<file path="config.mk">
export PLATFORM = sky130hd
export DESIGN_NAME = ps2_keyboard_controller_unit
export DESIGN_NICKNAME = d
export VERILOG_FILES = /design/src/rtl/kbc_pkg.sv /design/src/rtl/kbc_ram.sv /design/src/rtl/kbc_decode.sv /design/src/rtl/kbc_ctrl.sv /design/src/rtl/ps2_keyboard_controller_unit.sv
export SDC_FILE = /design/constraint.sdc
export NUM_CORES = 2
export LEC_CHECK = 0
export BUFFER_PORTS_ARGS = -buffer_cell sky130_fd_sc_hd__buf_2
export CORE_ASPECT_RATIO = 1.25
export CORE_MARGIN = 1
export CORE_UTILIZATION = 40
export CTS_BUF_LIST = sky130_fd_sc_hd__clkbuf_8 sky130_fd_sc_hd__clkbuf_16
export DETAILED_ROUTE_END_ITERATION = 7
export PLACE_DENSITY_LB_ADDON = 0.05
export SYNTH_ARGS = -nofsm -noshare
export SYNTH_HDL_FRONTEND = slang
export SYNTH_HIERARCHICAL = 1
export SYNTH_SLANG_ARGS = --single-unit
</file>
<file path="constraint.sdc">
create_clock -name clock -period 17.9 [get_ports clock]
set_clock_uncertainty 0.05 [all_clocks]
set_input_delay 1.79 -clock clock [delete_from_list [all_inputs] [get_ports clock]]
set_output_delay 1.79 -clock clock [all_outputs]
set_load 0.05 [all_outputs]
</file>
<file path="src/rtl/kbc_pkg.sv">
// Package for the PS/2 keyboard controller: request kinds, command and reply
// codes, FIFO sizing, the sequencer state type and shared structs.
// No dependencies.
package kbc_pkg;

   // Reply FIFO sizing.
   localparam int FIFO_DEPTH = 256;
   localparam int FIFO_AW    = $clog2(FIFO_DEPTH);
   localparam int FIFO_CW    = FIFO_AW + 1;

   // Request kinds carried on the request tuser field.
   localparam logic [2:0] KIND_READ_DATA   = 3'd0;
   localparam logic [2:0] KIND_READ_STATUS = 3'd1;
   localparam logic [2:0] KIND_WRITE_DATA  = 3'd2;
   localparam logic [2:0] KIND_WRITE_CMD   = 3'd3;
   localparam logic [2:0] KIND_SCANCODE    = 3'd4;
   localparam logic [2:0] KIND_TICK        = 3'd5;

   // Configuration register indexes.
   localparam logic CSR_DELIVER_DELAY = 1'b0;
   localparam logic CSR_REREAD_DELAY  = 1'b1;

   // Controller commands written to port 64h.
   localparam logic [7:0] CCMD_READ_CMD_BYTE  = 8'h20;
   localparam logic [7:0] CCMD_WRITE_CMD_BYTE = 8'h60;
   localparam logic [7:0] CCMD_TEST_AUX       = 8'hA9;
   localparam logic [7:0] CCMD_SELF_TEST      = 8'hAA;
   localparam logic [7:0] CCMD_TEST_KBD       = 8'hAB;
   localparam logic [7:0] CCMD_DISABLE_KBD    = 8'hAD;
   localparam logic [7:0] CCMD_ENABLE_KBD     = 8'hAE;
   localparam logic [7:0] CCMD_READ_INPUT     = 8'hC0;
   localparam logic [7:0] CCMD_READ_OUTPUT    = 8'hD0;
   localparam logic [7:0] CCMD_WRITE_OUTPUT   = 8'hD1;
   localparam logic [7:0] CCMD_WRITE_KBD_BUF  = 8'hD2;
   localparam logic [7:0] CCMD_WRITE_AUX_BUF  = 8'hD3;
   localparam logic [7:0] CCMD_WRITE_AUX      = 8'hD4;
   localparam logic [7:0] CCMD_READ_TEST      = 8'hE0;
   localparam logic [7:0] CCMD_PULSE_RESET    = 8'hFE;

   // Keyboard commands written to port 60h.
   localparam logic [7:0] KCMD_SET_LEDS      = 8'hED;
   localparam logic [7:0] KCMD_ECHO          = 8'hEE;
   localparam logic [7:0] KCMD_SCAN_SET      = 8'hF0;
   localparam logic [7:0] KCMD_IDENTIFY      = 8'hF2;
   localparam logic [7:0] KCMD_TYPEMATIC     = 8'hF3;
   localparam logic [7:0] KCMD_ENABLE        = 8'hF4;
   localparam logic [7:0] KCMD_DISABLE       = 8'hF5;
   localparam logic [7:0] KCMD_RESET         = 8'hFF;

   // Reply bytes and fixed values.
   localparam logic [7:0] BYTE_NONE         = 8'h00;
   localparam logic [7:0] BYTE_ACK          = 8'hFA;
   localparam logic [7:0] BYTE_ID_LOW       = 8'hAB;
   localparam logic [7:0] BYTE_ID_HIGH      = 8'h83;
   localparam logic [7:0] BYTE_BAT_OK       = 8'hAA;
   localparam logic [7:0] BYTE_TEST_OK      = 8'h55;
   localparam logic [7:0] BYTE_ECHO         = 8'hEE;
   localparam logic [7:0] BYTE_ALL_ONES     = 8'hFF;
   localparam logic [7:0] BYTE_OUTPORT_BASE = 8'hF1;
   localparam logic [7:0] STATUS_BASE       = 8'h14;
   localparam logic [7:0] CMD_BYTE_RESET    = 8'h45;
   localparam logic [7:0] SCAN_SET_RESET    = 8'h02;
   localparam logic [15:0] DELIVER_RESET    = 16'd1;
   localparam logic [15:0] REREAD_RESET     = 16'd500;

   // Sequencer states.
   typedef enum logic [2:0] {
      ST_IDLE,
      ST_DECODE,
      ST_ENQUEUE,
      ST_LOAD,
      ST_RESULT
   } state_type;

   // Scalar controller state kept in flops.
   typedef struct packed {
      logic [7:0]  command_byte;
      logic [7:0]  pending_ctrl;
      logic [7:0]  pending_kbd;
      logic [7:0]  scan_code_set;
      logic [7:0]  output_byte;
      logic        output_full;
      logic        last_write_cmd;
      logic        keyboard_enabled;
      logic        delay_armed;
      logic        a20_gate;
      logic        irq_level;
      logic [2:0]  led_bits;
      logic [15:0] delay_count;
   } regs_type;

   // What one request does, as worked out by the decoder.
   typedef struct packed {
      regs_type        regs;
      logic [2:0][7:0] bytes;
      logic [1:0]      nbytes;
      logic [7:0]      read_data;
      logic            cpu_reset;
      logic            fetch;
   } action_type;

   // Response fields handed from the sequencer to the output register.
   typedef struct packed {
      logic [2:0] led_state;
      logic       cpu_reset;
      logic       a20_enable;
      logic       irq_line;
      logic [7:0] read_data;
   } result_type;

   // A programmed delay of zero counts as one tick.
   function automatic logic [15:0] arm_value(input logic [15:0] ticks);
      return (ticks == 16'd0) ? 16'd1 : ticks;
   endfunction

endpackage

</file>
<file path="src/rtl/kbc_ram.sv">
// Generic single-port synchronous RAM with a registered read.
// No dependencies.
module kbc_ram #(
   parameter int WIDTH = 8,
   parameter int DEPTH = 256
) (
   input  logic                     clock,
   input  logic                     we,
   input  logic [$clog2(DEPTH)-1:0] addr,
   input  logic [WIDTH-1:0]         wdata,
   output logic [WIDTH-1:0]         rdata
);

   logic [WIDTH-1:0] mem_ff [DEPTH];
   logic [WIDTH-1:0] rdata_ff;

   // Write on enable, otherwise read the addressed entry.
   always_ff @(posedge clock) begin
      if (we) begin
         mem_ff[addr] <= wdata;
      end else begin
         rdata_ff <= mem_ff[addr];
      end
   end

   assign rdata = rdata_ff;

endmodule

</file>
<file path="src/rtl/kbc_decode.sv">
// Request decoder: works out the state changes, reply bytes and read data
// of one request against the current controller state. Uses kbc_pkg.
module kbc_decode
   import kbc_pkg::*;
(
   input  logic [2:0]  kind,
   input  logic [7:0]  data,
   input  regs_type    cur,
   input  logic        fifo_empty,
   input  logic [15:0] reread_ticks,
   output action_type  act
);

   logic [15:0] count_dec;

   assign count_dec = cur.delay_count - 16'd1;

   always_comb begin
      act      = '0;
      act.regs = cur;
      case (kind)
         // Data port read: hand out the buffer and re-arm for the next byte.
         KIND_READ_DATA: begin
            act.read_data = cur.output_byte;
            if (cur.output_full) begin
               act.regs.output_full = 1'b0;
               act.regs.irq_level   = 1'b0;
               if (!fifo_empty && !cur.delay_armed) begin
                  act.regs.delay_armed = 1'b1;
                  act.regs.delay_count = arm_value(reread_ticks);
               end
            end
         end
         // Status read.
         KIND_READ_STATUS: begin
            act.read_data = STATUS_BASE | {4'd0, cur.last_write_cmd, 2'd0, cur.output_full};
         end
         // Data port write: controller argument, keyboard argument or keyboard command.
         KIND_WRITE_DATA: begin
            act.regs.last_write_cmd = 1'b0;
            if (cur.pending_ctrl != BYTE_NONE) begin
               act.regs.pending_ctrl = BYTE_NONE;
               case (cur.pending_ctrl)
                  CCMD_WRITE_CMD_BYTE: act.regs.command_byte = data;
                  CCMD_WRITE_OUTPUT: begin
                     act.regs.a20_gate = data[1];
                     act.cpu_reset     = !data[0];
                  end
                  CCMD_WRITE_KBD_BUF: begin
                     act.bytes[0] = data;
                     act.nbytes   = 2'd1;
                  end
                  default: ;
               endcase
            end else if (cur.pending_kbd != BYTE_NONE) begin
               act.regs.pending_kbd = BYTE_NONE;
               act.bytes[0]         = BYTE_ACK;
               act.nbytes           = 2'd1;
               case (cur.pending_kbd)
                  KCMD_SET_LEDS: act.regs.led_bits = data[2:0];
                  KCMD_SCAN_SET: begin
                     if (data == BYTE_NONE) begin
                        act.bytes[1] = cur.scan_code_set;
                        act.nbytes   = 2'd2;
                     end else begin
                        act.regs.scan_code_set = data;
                     end
                  end
                  default: ;
               endcase
            end else begin
               act.bytes[0] = BYTE_ACK;
               act.nbytes   = 2'd1;
               case (data)
                  KCMD_SET_LEDS, KCMD_SCAN_SET, KCMD_TYPEMATIC: act.regs.pending_kbd = data;
                  KCMD_ECHO: act.bytes[0] = BYTE_ECHO;
                  KCMD_IDENTIFY: begin
                     act.bytes[1] = BYTE_ID_LOW;
                     act.bytes[2] = BYTE_ID_HIGH;
                     act.nbytes   = 2'd3;
                  end
                  KCMD_ENABLE:  act.regs.keyboard_enabled = 1'b1;
                  KCMD_DISABLE: act.regs.keyboard_enabled = 1'b0;
                  KCMD_RESET: begin
                     act.bytes[1] = BYTE_BAT_OK;
                     act.nbytes   = 2'd2;
                  end
                  default: ;
               endcase
            end
         end
         // Controller command write.
         KIND_WRITE_CMD: begin
            act.regs.last_write_cmd = 1'b1;
            case (data)
               CCMD_READ_CMD_BYTE: begin
                  act.bytes[0] = cur.command_byte;
                  act.nbytes   = 2'd1;
               end
               CCMD_WRITE_CMD_BYTE, CCMD_WRITE_OUTPUT, CCMD_WRITE_KBD_BUF,
               CCMD_WRITE_AUX_BUF, CCMD_WRITE_AUX: act.regs.pending_ctrl = data;
               CCMD_TEST_AUX, CCMD_TEST_KBD: begin
                  act.bytes[0] = BYTE_NONE;
                  act.nbytes   = 2'd1;
               end
               CCMD_SELF_TEST: begin
                  act.bytes[0] = BYTE_TEST_OK;
                  act.nbytes   = 2'd1;
               end
               CCMD_DISABLE_KBD: act.regs.command_byte[4] = 1'b1;
               CCMD_ENABLE_KBD:  act.regs.command_byte[4] = 1'b0;
               CCMD_READ_INPUT, CCMD_READ_TEST: begin
                  act.bytes[0] = BYTE_ALL_ONES;
                  act.nbytes   = 2'd1;
               end
               CCMD_READ_OUTPUT: begin
                  act.bytes[0] = BYTE_OUTPORT_BASE | {6'd0, cur.a20_gate, 1'b0};
                  act.nbytes   = 2'd1;
               end
               CCMD_PULSE_RESET: act.cpu_reset = 1'b1;
               default: ;
            endcase
         end
         // Scancode from the keyboard, queued only while scanning is on.
         KIND_SCANCODE: begin
            if (cur.keyboard_enabled) begin
               act.bytes[0] = data;
               act.nbytes   = 2'd1;
            end
         end
         // Time tick: count down and fetch the head byte on expiry.
         KIND_TICK: begin
            if (cur.delay_armed) begin
               act.regs.delay_count = count_dec;
               if (count_dec == 16'd0) begin
                  act.regs.delay_armed = 1'b0;
                  act.fetch            = !cur.output_full && !fifo_empty;
               end
            end
         end
         default: ;
      endcase
   end

endmodule

</file>
<file path="src/rtl/kbc_ctrl.sv">
// Sequencer of the keyboard controller: latches a request, applies the
// decoded action, writes reply bytes into the FIFO RAM one per cycle and
// loads the output buffer from it. Uses kbc_pkg, kbc_decode and kbc_ram.
module kbc_ctrl
   import kbc_pkg::*;
(
   input  logic        clock,
   input  logic        reset,
   input  logic        req_valid,
   output logic        req_ready,
   input  logic [2:0]  req_kind,
   input  logic [7:0]  req_data,
   input  logic [15:0] deliver_ticks,
   input  logic [15:0] reread_ticks,
   input  logic        out_free,
   output logic        res_valid,
   output result_type  res
);

   state_type state_ff, state_in;

   logic [2:0]         kind_ff, kind_in;
   logic [7:0]         data_ff, data_in;
   regs_type           regs_ff, regs_in;
   logic [2:0][7:0]    bytes_ff, bytes_in;
   logic [1:0]         nbytes_ff, nbytes_in;
   logic [1:0]         idx_ff, idx_in;
   logic [7:0]         rd_ff, rd_in;
   logic               rst_ff, rst_in;
   logic [FIFO_AW-1:0] head_ff, head_in;
   logic [FIFO_AW-1:0] tail_ff, tail_in;
   logic [FIFO_CW-1:0] count_ff, count_in;

   action_type         act;
   logic               ram_we;
   logic [FIFO_AW-1:0] ram_addr;
   logic [7:0]         ram_rdata;
   logic               last_byte;
   regs_type           regs_reset;

   // Reply FIFO storage.
   kbc_ram #(
      .WIDTH (8),
      .DEPTH (FIFO_DEPTH)
   ) u_fifo_ram (
      .clock (clock),
      .we    (ram_we),
      .addr  (ram_addr),
      .wdata (bytes_ff[idx_ff]),
      .rdata (ram_rdata)
   );

   kbc_decode u_decode (
      .kind         (kind_ff),
      .data         (data_ff),
      .cur          (regs_ff),
      .fifo_empty   (count_ff == '0),
      .reread_ticks (reread_ticks),
      .act          (act)
   );

   // Writes use the tail, the head fetch is issued from the decode cycle.
   assign ram_addr  = (state_ff == ST_ENQUEUE) ? tail_ff : head_ff;
   assign last_byte = (2'(idx_ff + 2'd1) == nbytes_ff);

   always_comb begin
      regs_reset                  = '0;
      regs_reset.command_byte     = CMD_BYTE_RESET;
      regs_reset.scan_code_set    = SCAN_SET_RESET;
      regs_reset.keyboard_enabled = 1'b1;
   end

   // Next state.
   always_comb begin
      state_in = state_ff;
      case (state_ff)
         ST_IDLE: begin
            if (req_valid) state_in = ST_DECODE;
         end
         ST_DECODE: begin
            if (act.nbytes != 2'd0)  state_in = ST_ENQUEUE;
            else if (act.fetch)     state_in = ST_LOAD;
            else                    state_in = ST_RESULT;
         end
         ST_ENQUEUE: begin
            if (last_byte) state_in = ST_RESULT;
         end
         ST_LOAD:   state_in = ST_RESULT;
         ST_RESULT: begin
            if (out_free) state_in = ST_IDLE;
         end
         default:   state_in = ST_IDLE;
      endcase
   end

   // Datapath and outputs per state.
   always_comb begin
      kind_in   = kind_ff;
      data_in   = data_ff;
      regs_in   = regs_ff;
      bytes_in  = bytes_ff;
      nbytes_in = nbytes_ff;
      idx_in    = idx_ff;
      rd_in     = rd_ff;
      rst_in    = rst_ff;
      head_in   = head_ff;
      tail_in   = tail_ff;
      count_in  = count_ff;
      ram_we    = 1'b0;
      res_valid = 1'b0;
      case (state_ff)
         ST_IDLE: begin
            kind_in = req_kind;
            data_in = req_data;
         end
         ST_DECODE: begin
            regs_in   = act.regs;
            bytes_in  = act.bytes;
            nbytes_in = act.nbytes;
            rd_in     = act.read_data;
            rst_in    = act.cpu_reset;
            idx_in    = 2'd0;
         end
         // One reply byte per cycle; a full FIFO drops it.
         ST_ENQUEUE: begin
            idx_in = 2'(idx_ff + 2'd1);
            if (count_ff < FIFO_CW'(FIFO_DEPTH)) begin
               ram_we   = 1'b1;
               tail_in  = (tail_ff == FIFO_AW'(FIFO_DEPTH - 1)) ? '0 : tail_ff + 1'b1;
               count_in = count_ff + 1'b1;
               if (!regs_ff.output_full && !regs_ff.delay_armed) begin
                  regs_in.delay_armed = 1'b1;
                  regs_in.delay_count = arm_value(deliver_ticks);
               end
            end
         end
         // Head byte arrives from the RAM into the output buffer.
         ST_LOAD: begin
            regs_in.output_byte = ram_rdata;
            regs_in.output_full = 1'b1;
            if (regs_ff.command_byte[0]) regs_in.irq_level = 1'b1;
            head_in  = (head_ff == FIFO_AW'(FIFO_DEPTH - 1)) ? '0 : head_ff + 1'b1;
            count_in = count_ff - 1'b1;
         end
         ST_RESULT: res_valid = out_free;
         default: ;
      endcase
   end

   always_ff @(posedge clock) begin
      if (reset) begin
         state_ff <= ST_IDLE;
         regs_ff  <= regs_reset;
         head_ff  <= '0;
         tail_ff  <= '0;
         count_ff <= '0;
      end else begin
         state_ff <= state_in;
         regs_ff  <= regs_in;
         head_ff  <= head_in;
         tail_ff  <= tail_in;
         count_ff <= count_in;
      end
   end

   // Per-request payload, no reset needed.
   always_ff @(posedge clock) begin
      kind_ff   <= kind_in;
      data_ff   <= data_in;
      bytes_ff  <= bytes_in;
      nbytes_ff <= nbytes_in;
      idx_ff    <= idx_in;
      rd_ff     <= rd_in;
      rst_ff    <= rst_in;
   end

   assign req_ready      = (state_ff == ST_IDLE);
   assign res.read_data  = rd_ff;
   assign res.irq_line   = regs_ff.irq_level;
   assign res.a20_enable = regs_ff.a20_gate;
   assign res.cpu_reset  = rst_ff;
   assign res.led_state  = regs_ff.led_bits;

endmodule

</file>
<file path="src/rtl/ps2_keyboard_controller_unit.sv">
// Top level of the 8042-style PS/2 keyboard controller: configuration
// registers, response output register and the sequencer.
// Uses kbc_pkg and kbc_ctrl.
//
// Usage:
// Each request on the req_ channel is one bus or keyboard event: req_tuser
// gives the kind (read 60h, read 64h, write 60h, write 64h, scancode, tick)
// and req_tdata the byte. Every request yields exactly one response on the
// rsp_ channel, in order, carrying the read byte and the IRQ1, A20 gate,
// CPU reset and LED levels after the request.
// A request passes the decode step, then one enqueue step per reply byte it
// queues (up to three), or a load step when a tick loads the output buffer
// from the reply FIFO, then the result step; the single-port FIFO RAM sets the
// per-byte cost. The response is registered in the cycle after the result step.
// Only one request is worked on at a time. A finished response waits in the
// output register while the next request is accepted; when the receiver
// stalls, the following request completes up to the response step and waits.
// The user is to write the two delay registers on the csr_ port only while
// the controller is idle; the block does not enforce this. The port is always
// ready. Synchronous reset returns the controller state, FIFO pointers and
// delay registers to their defaults; FIFO RAM contents are not cleared.
module ps2_keyboard_controller_unit
   import kbc_pkg::*;
(
   input  logic        clock,
   input  logic        reset,
   // Request channel.
   input  logic        req_tvalid,
   output logic        req_tready,
   input  logic [7:0]  req_tdata,   // [7:0] data
   input  logic [2:0]  req_tuser,   // [2:0] kind
   // Response channel.
   output logic        rsp_tvalid,
   input  logic        rsp_tready,
   output logic [15:0] rsp_tdata,   // [7:0] read_data, [8] irq_line, [9] a20_enable,
                                    // [10] cpu_reset, [13:11] led_state, [15:14] zero
   // Configuration write channel.
   input  logic        csr_valid,
   output logic        csr_ready,
   input  logic        csr_index,
   input  logic [15:0] csr_data
);

   logic [15:0] deliver_ff, deliver_in;
   logic [15:0] reread_ff, reread_in;
   logic        rsp_valid_ff, rsp_valid_in;
   logic [15:0] rsp_data_ff, rsp_data_in;
   logic        out_free;
   logic        res_valid;
   result_type  res;

   assign csr_ready = 1'b1;
   assign out_free  = !rsp_valid_ff || rsp_tready;

   kbc_ctrl u_ctrl (
      .clock         (clock),
      .reset         (reset),
      .req_valid     (req_tvalid),
      .req_ready     (req_tready),
      .req_kind      (req_tuser),
      .req_data      (req_tdata),
      .deliver_ticks (deliver_ff),
      .reread_ticks  (reread_ff),
      .out_free      (out_free),
      .res_valid     (res_valid),
      .res           (res)
   );

   // Delay register writes.
   always_comb begin
      deliver_in = deliver_ff;
      reread_in  = reread_ff;
      if (csr_valid) begin
         case (csr_index)
            CSR_DELIVER_DELAY: deliver_in = csr_data;
            CSR_REREAD_DELAY:  reread_in  = csr_data;
            default: ;
         endcase
      end
   end

   // Response output register.
   always_comb begin
      rsp_valid_in = rsp_valid_ff;
      rsp_data_in  = rsp_data_ff;
      if (res_valid) begin
         rsp_valid_in = 1'b1;
         rsp_data_in  = {2'b00, res};
      end else if (rsp_tready) begin
         rsp_valid_in = 1'b0;
      end
   end

   always_ff @(posedge clock) begin
      if (reset) begin
         deliver_ff   <= DELIVER_RESET;
         reread_ff    <= REREAD_RESET;
         rsp_valid_ff <= 1'b0;
      end else begin
         deliver_ff   <= deliver_in;
         reread_ff    <= reread_in;
         rsp_valid_ff <= rsp_valid_in;
      end
   end

   always_ff @(posedge clock) begin
      rsp_data_ff <= rsp_data_in;
   end

   assign rsp_tvalid = rsp_valid_ff;
   assign rsp_tdata  = rsp_data_ff;

endmodule

</file>
==> results.md <==
- Status: completed
- IO Port Bufs: 48
- Worst path required time: 18.42 ns
- Critical path endpoint category: flop
- CP Class: flop to flop
- Initial antenna violation count: 9
- Post-synth top cells: 2118 x edfxtp_1, 512 x mux4_2, 341 x nor2_1
- Setup Viol. Count Final: 0
- # rows: between 150 and 200
- Initial Utilization: between 40% and 50%
- Syn Area/Cell: 18.8 sq um
- Area leader, netlist: edfxtp_1
- FMAX: between 0.1 and 0.15 GHz
- Fin crit share: around 42%
- Worst r2r src: u_ctrl/state_ff[1]
- Hold Crit Start: u_ctrl/rd_ff[6]
- Pwr dens: around 120 mW/mm^2
- Worst setup SP type: flop
- Worst Tran Pin Value: 1.31 ns
- Postcts setup bufs: 0
- CTS tree: done
- Setup_tns: 0 ns
- Flop2flop setup slack: between 10 and 15 ns
- H-tree depth: 4
- Layout area overhead: 12.3%
- Final WS setup: 10.46 ns
- Die Span Y: about 530 microns
- Worst Path Max Fanout: 39
- FF-to-FF path depth: 14
- Critical Path Start: u_ctrl/state_ff[1]
- Clock power frac: between 30% and 40%
- Maximum VDD drop: approximately 0.00008 V
- Global route overflow: 0
- Static leakage: between 30 and 40 nW
- Count of final max-slew check failures: 0
- Drt first pass iters: 5
- Clk buf depth: 4
- Internal power: approximately 9 mW
- ANT nets after route: 0
- Critical R2R Capture: u_ctrl/u_fifo_ram/rdata[5]
- Routability congestion estimate: between 0.7 and 0.8
- Syn. warnings: 6
- DR WL/cell: between 30 and 40 microns
- Hold Crit Depth: 0
- Final count of hold timing violations: 0
- Cells after synthesis: about 4700
- Hold Buf Count CTS: 0
- Core ar.: 0.220 sq mm
- Top-Level Pins: between 50 and 60
- Clock Latency Late Sink: 0.88 ns
- Largest net degree at the start of global routing: 197
- Post-placement worst setup slack: between 10 and 15 ns
- Max-cap violations: 0
- CTS Buf Count: 233
- Global-route usage over all layers: a little over a fifth
- WL final: around 240000 microns
- Final net count: ~4800
- Crit path arrival time: a little under 8 ns
- Synth Cell Area: around 0.09 sq mm
- Detailed Place HPWL: between 100000 and 150000 microns
- Vias in the first global route: around 46000
- Sw frac: about a quarter
- Post-CTS sizing: 0
- Hold WC Path Type: flop to flop
- Via density: 5.73
- Drt drc: 0
- Post-route minimum period: approximately 7.4 ns
- Clk sink count: 2244
- NetSw: 2.72 mW
- Logic pwr share: 6.9%
- Top cells by area, synth: edfxtp_1 72%, mux4_2 13%, dfxtp_1 2.8%
- Yosys top cell area share: a little under three quarters
- First-pass GRT wire length: between 300000 and 400000 microns
- Worst-path clk slew: approximately 0.060 ns
- Dominant synthesized flop cell: edfxtp_1
- EDFF count, synth: ~2100
- Async SR Flop Fraction: 0%
- Die W: 423 microns
- Seq cells post-synth: between 2000 and 2500
- Fillers: between 15000 and 20000
- Slew Limit Headroom: approximately 11%
- 1st-iter DRT viols: approximately 4000
- Die area: roughly 0.22 sq mm
- Critical path capture point: u_ctrl/u_fifo_ram/rdata[5]
- Sequential power share: between 50% and 60%
- Sequential area share after synthesis: between 70% and 80%
- Most common cell in the netlist: edfxtp_1
- Synth unique cells: 82
- Unrepaired setup endpoints after global routing: false
- Root buf cell: clkbuf_16
- Vias post-DR: roughly 45000
- Share of cells above drive strength 1: between 20% and 30%
cells by family after synthesis:
logic type	Yosys count	share of synthesized area (%)
XOR/XNOR	23	0.227
adder cells (fa/ha/maj)	6	0.0846
flip-flops	2244	74.5
AO/OA/AOI/OAI	654	4.98
buffers and inverters	358	1.94
other	3	0.0127
AND/OR/NAND/NOR	845	4.50
multiplexers	576	13.7
registers in the layout, summed over array words and instances, names as in the netlist, 2 cells and up:
signal                    count
u_ctrl/tail_ff                8
u_ctrl/bytes_ff              24
u_ctrl/u_fifo_ram/rdata       8
u_ctrl/regs_ff               60
u_ctrl/count_ff               9
deliver_ff                   16
u_ctrl/nbytes_ff              2
u_ctrl/kind_ff                3
reread_ff                    16
u_ctrl/state_ff               3
u_ctrl/data_ff                8
u_ctrl/res                    5
u_ctrl/head_ff                8
u_ctrl/idx_ff                 2
rsp_tdata                    14
u_ctrl/u_fifo_ram/mem_ff   2048
u_ctrl/rd_ff                  8
cell usage in the layout, fill, tap and decap left out, types with 10 or more instances in the layout:
cell | synthesis | layout
clkinv_2 | 0 | 29
nor4_1 | 26 | 26
edfxtp_1 | 2118 | 2118
and2_1 | 15 | 14
nor2_1 | 341 | 339
xnor2_1 | 11 | 11
nor3_1 | 57 | 53
bufinv_16 | 0 | 15
mux2_2 | 14 | 14
nand2b_1 | 55 | 53
inv_1 | 19 | 71
mux2i_1 | 50 | 50
dfxtp_1 | 126 | 126
a211o_1 | 10 | 10
o41ai_1 | 32 | 19
mux4_2 | 512 | 512
nor2b_1 | 17 | 13
a22oi_1 | 264 | 264
buf_4 | 39 | 139
o21ai_0 | 48 | 40
o41ai_2 | 0 | 13
a21oi_1 | 197 | 197
and3_1 | 15 | 15
xor2_1 | 12 | 12
buf_2 | 49 | 47
nand3_2 | 0 | 12
nand4_1 | 18 | 18
clkinv_1 | 0 | 65
a22o_1 | 11 | 11
nand3_1 | 38 | 26
nand2_1 | 201 | 196
a211oi_1 | 13 | 13
clkbuf_16 | 0 | 237
or3_1 | 11 | 11
per-stage QoR:
stage | power [mW] | area (sq um) | hold slack [ns] | std cells | util (%)
5_1_grt | 12.0 | 99600 | 0.371 | 7892 | 45.4
3_3_place_gp | 7.14 | 92500 | 0.352 | 7479 | 42.1
2_1_floorplan | 7.08 | 88800 | 0.350 | 4714 | -
6_report | 11.6 | 99600 | 0.369 | 7894 | 45.4
4_1_cts | 11.8 | 99600 | 0.369 | 7891 | 45.4
3_5_place_dp | 7.16 | 92500 | 0.355 | 7479 | 42.1
worst min-delay path by stage:
| stage | to |
|---|---|
| CTS | rsp_tdata[2] |
| global placement | rsp_tdata[4] |
| global route | rsp_tdata[2] |
| floorplan | rsp_tdata[0] |
| finish | rsp_tdata[6] |
| detailed placement | rsp_tdata[2] |
cell type report:
cell class                      instances  area (sq um)  share of cell area [%]
Antenna cell                            3          7.51                 0.00753
Clock buffer                          240          5970                    5.99
Clock inverter                        172          1160                    1.16
Inverter                               20          75.1                  0.0753
Multi-Input combinational cell       2112         21200                    21.3
Sequential cell                      2244         66100                    66.4
Tap cell                             2910          3640                    3.65
Timing Repair Buffer                  193          1420                    1.42
critical path: stages (launching register included):
cell	delay, ns
dfxtp_1	0.99
nand2b_1	0.23
nor2_1	0.16
buf_4	0.26
nand2_1	0.13
nand2_4	0.55
buf_4	0.53
buf_4	0.76
buf_4	0.69
buf_4	0.65
mux4_2	0.57
a22oi_1	0.23
a21oi_1	0.10
o41ai_1	0.90
nand4_1	0.17
power groups by stage:
stage / clock network [mW] / registers, mW / logic [mW]
2_1_floorplan: 0 / 6.61 / 0.469
3_3_place_gp: 0 / 6.34 / 0.799
3_5_place_dp: 0 / 6.34 / 0.822
4_1_cts: 4.73 / 6.23 / 0.823
5_1_grt: 4.90 / 6.24 / 0.881
6_report: 4.60 / 6.23 / 0.805
per-layer routing:
metal | wire, microns | vias up | share of wire (%) | GRT usage (%)
met5 | 13 | - | 0.0054 | 0
met4 | 6590 | 2 | 2.7 | 6.25
met3 | 11100 | 365 | 4.6 | 2.75
met2 | 123000 | 1160 | 51 | 36.8
met1 | 102000 | 24293 | 42 | 28.9
li1 | - | 19434 | - | -
No activity file was read; power rests on OpenSTA's default activity.
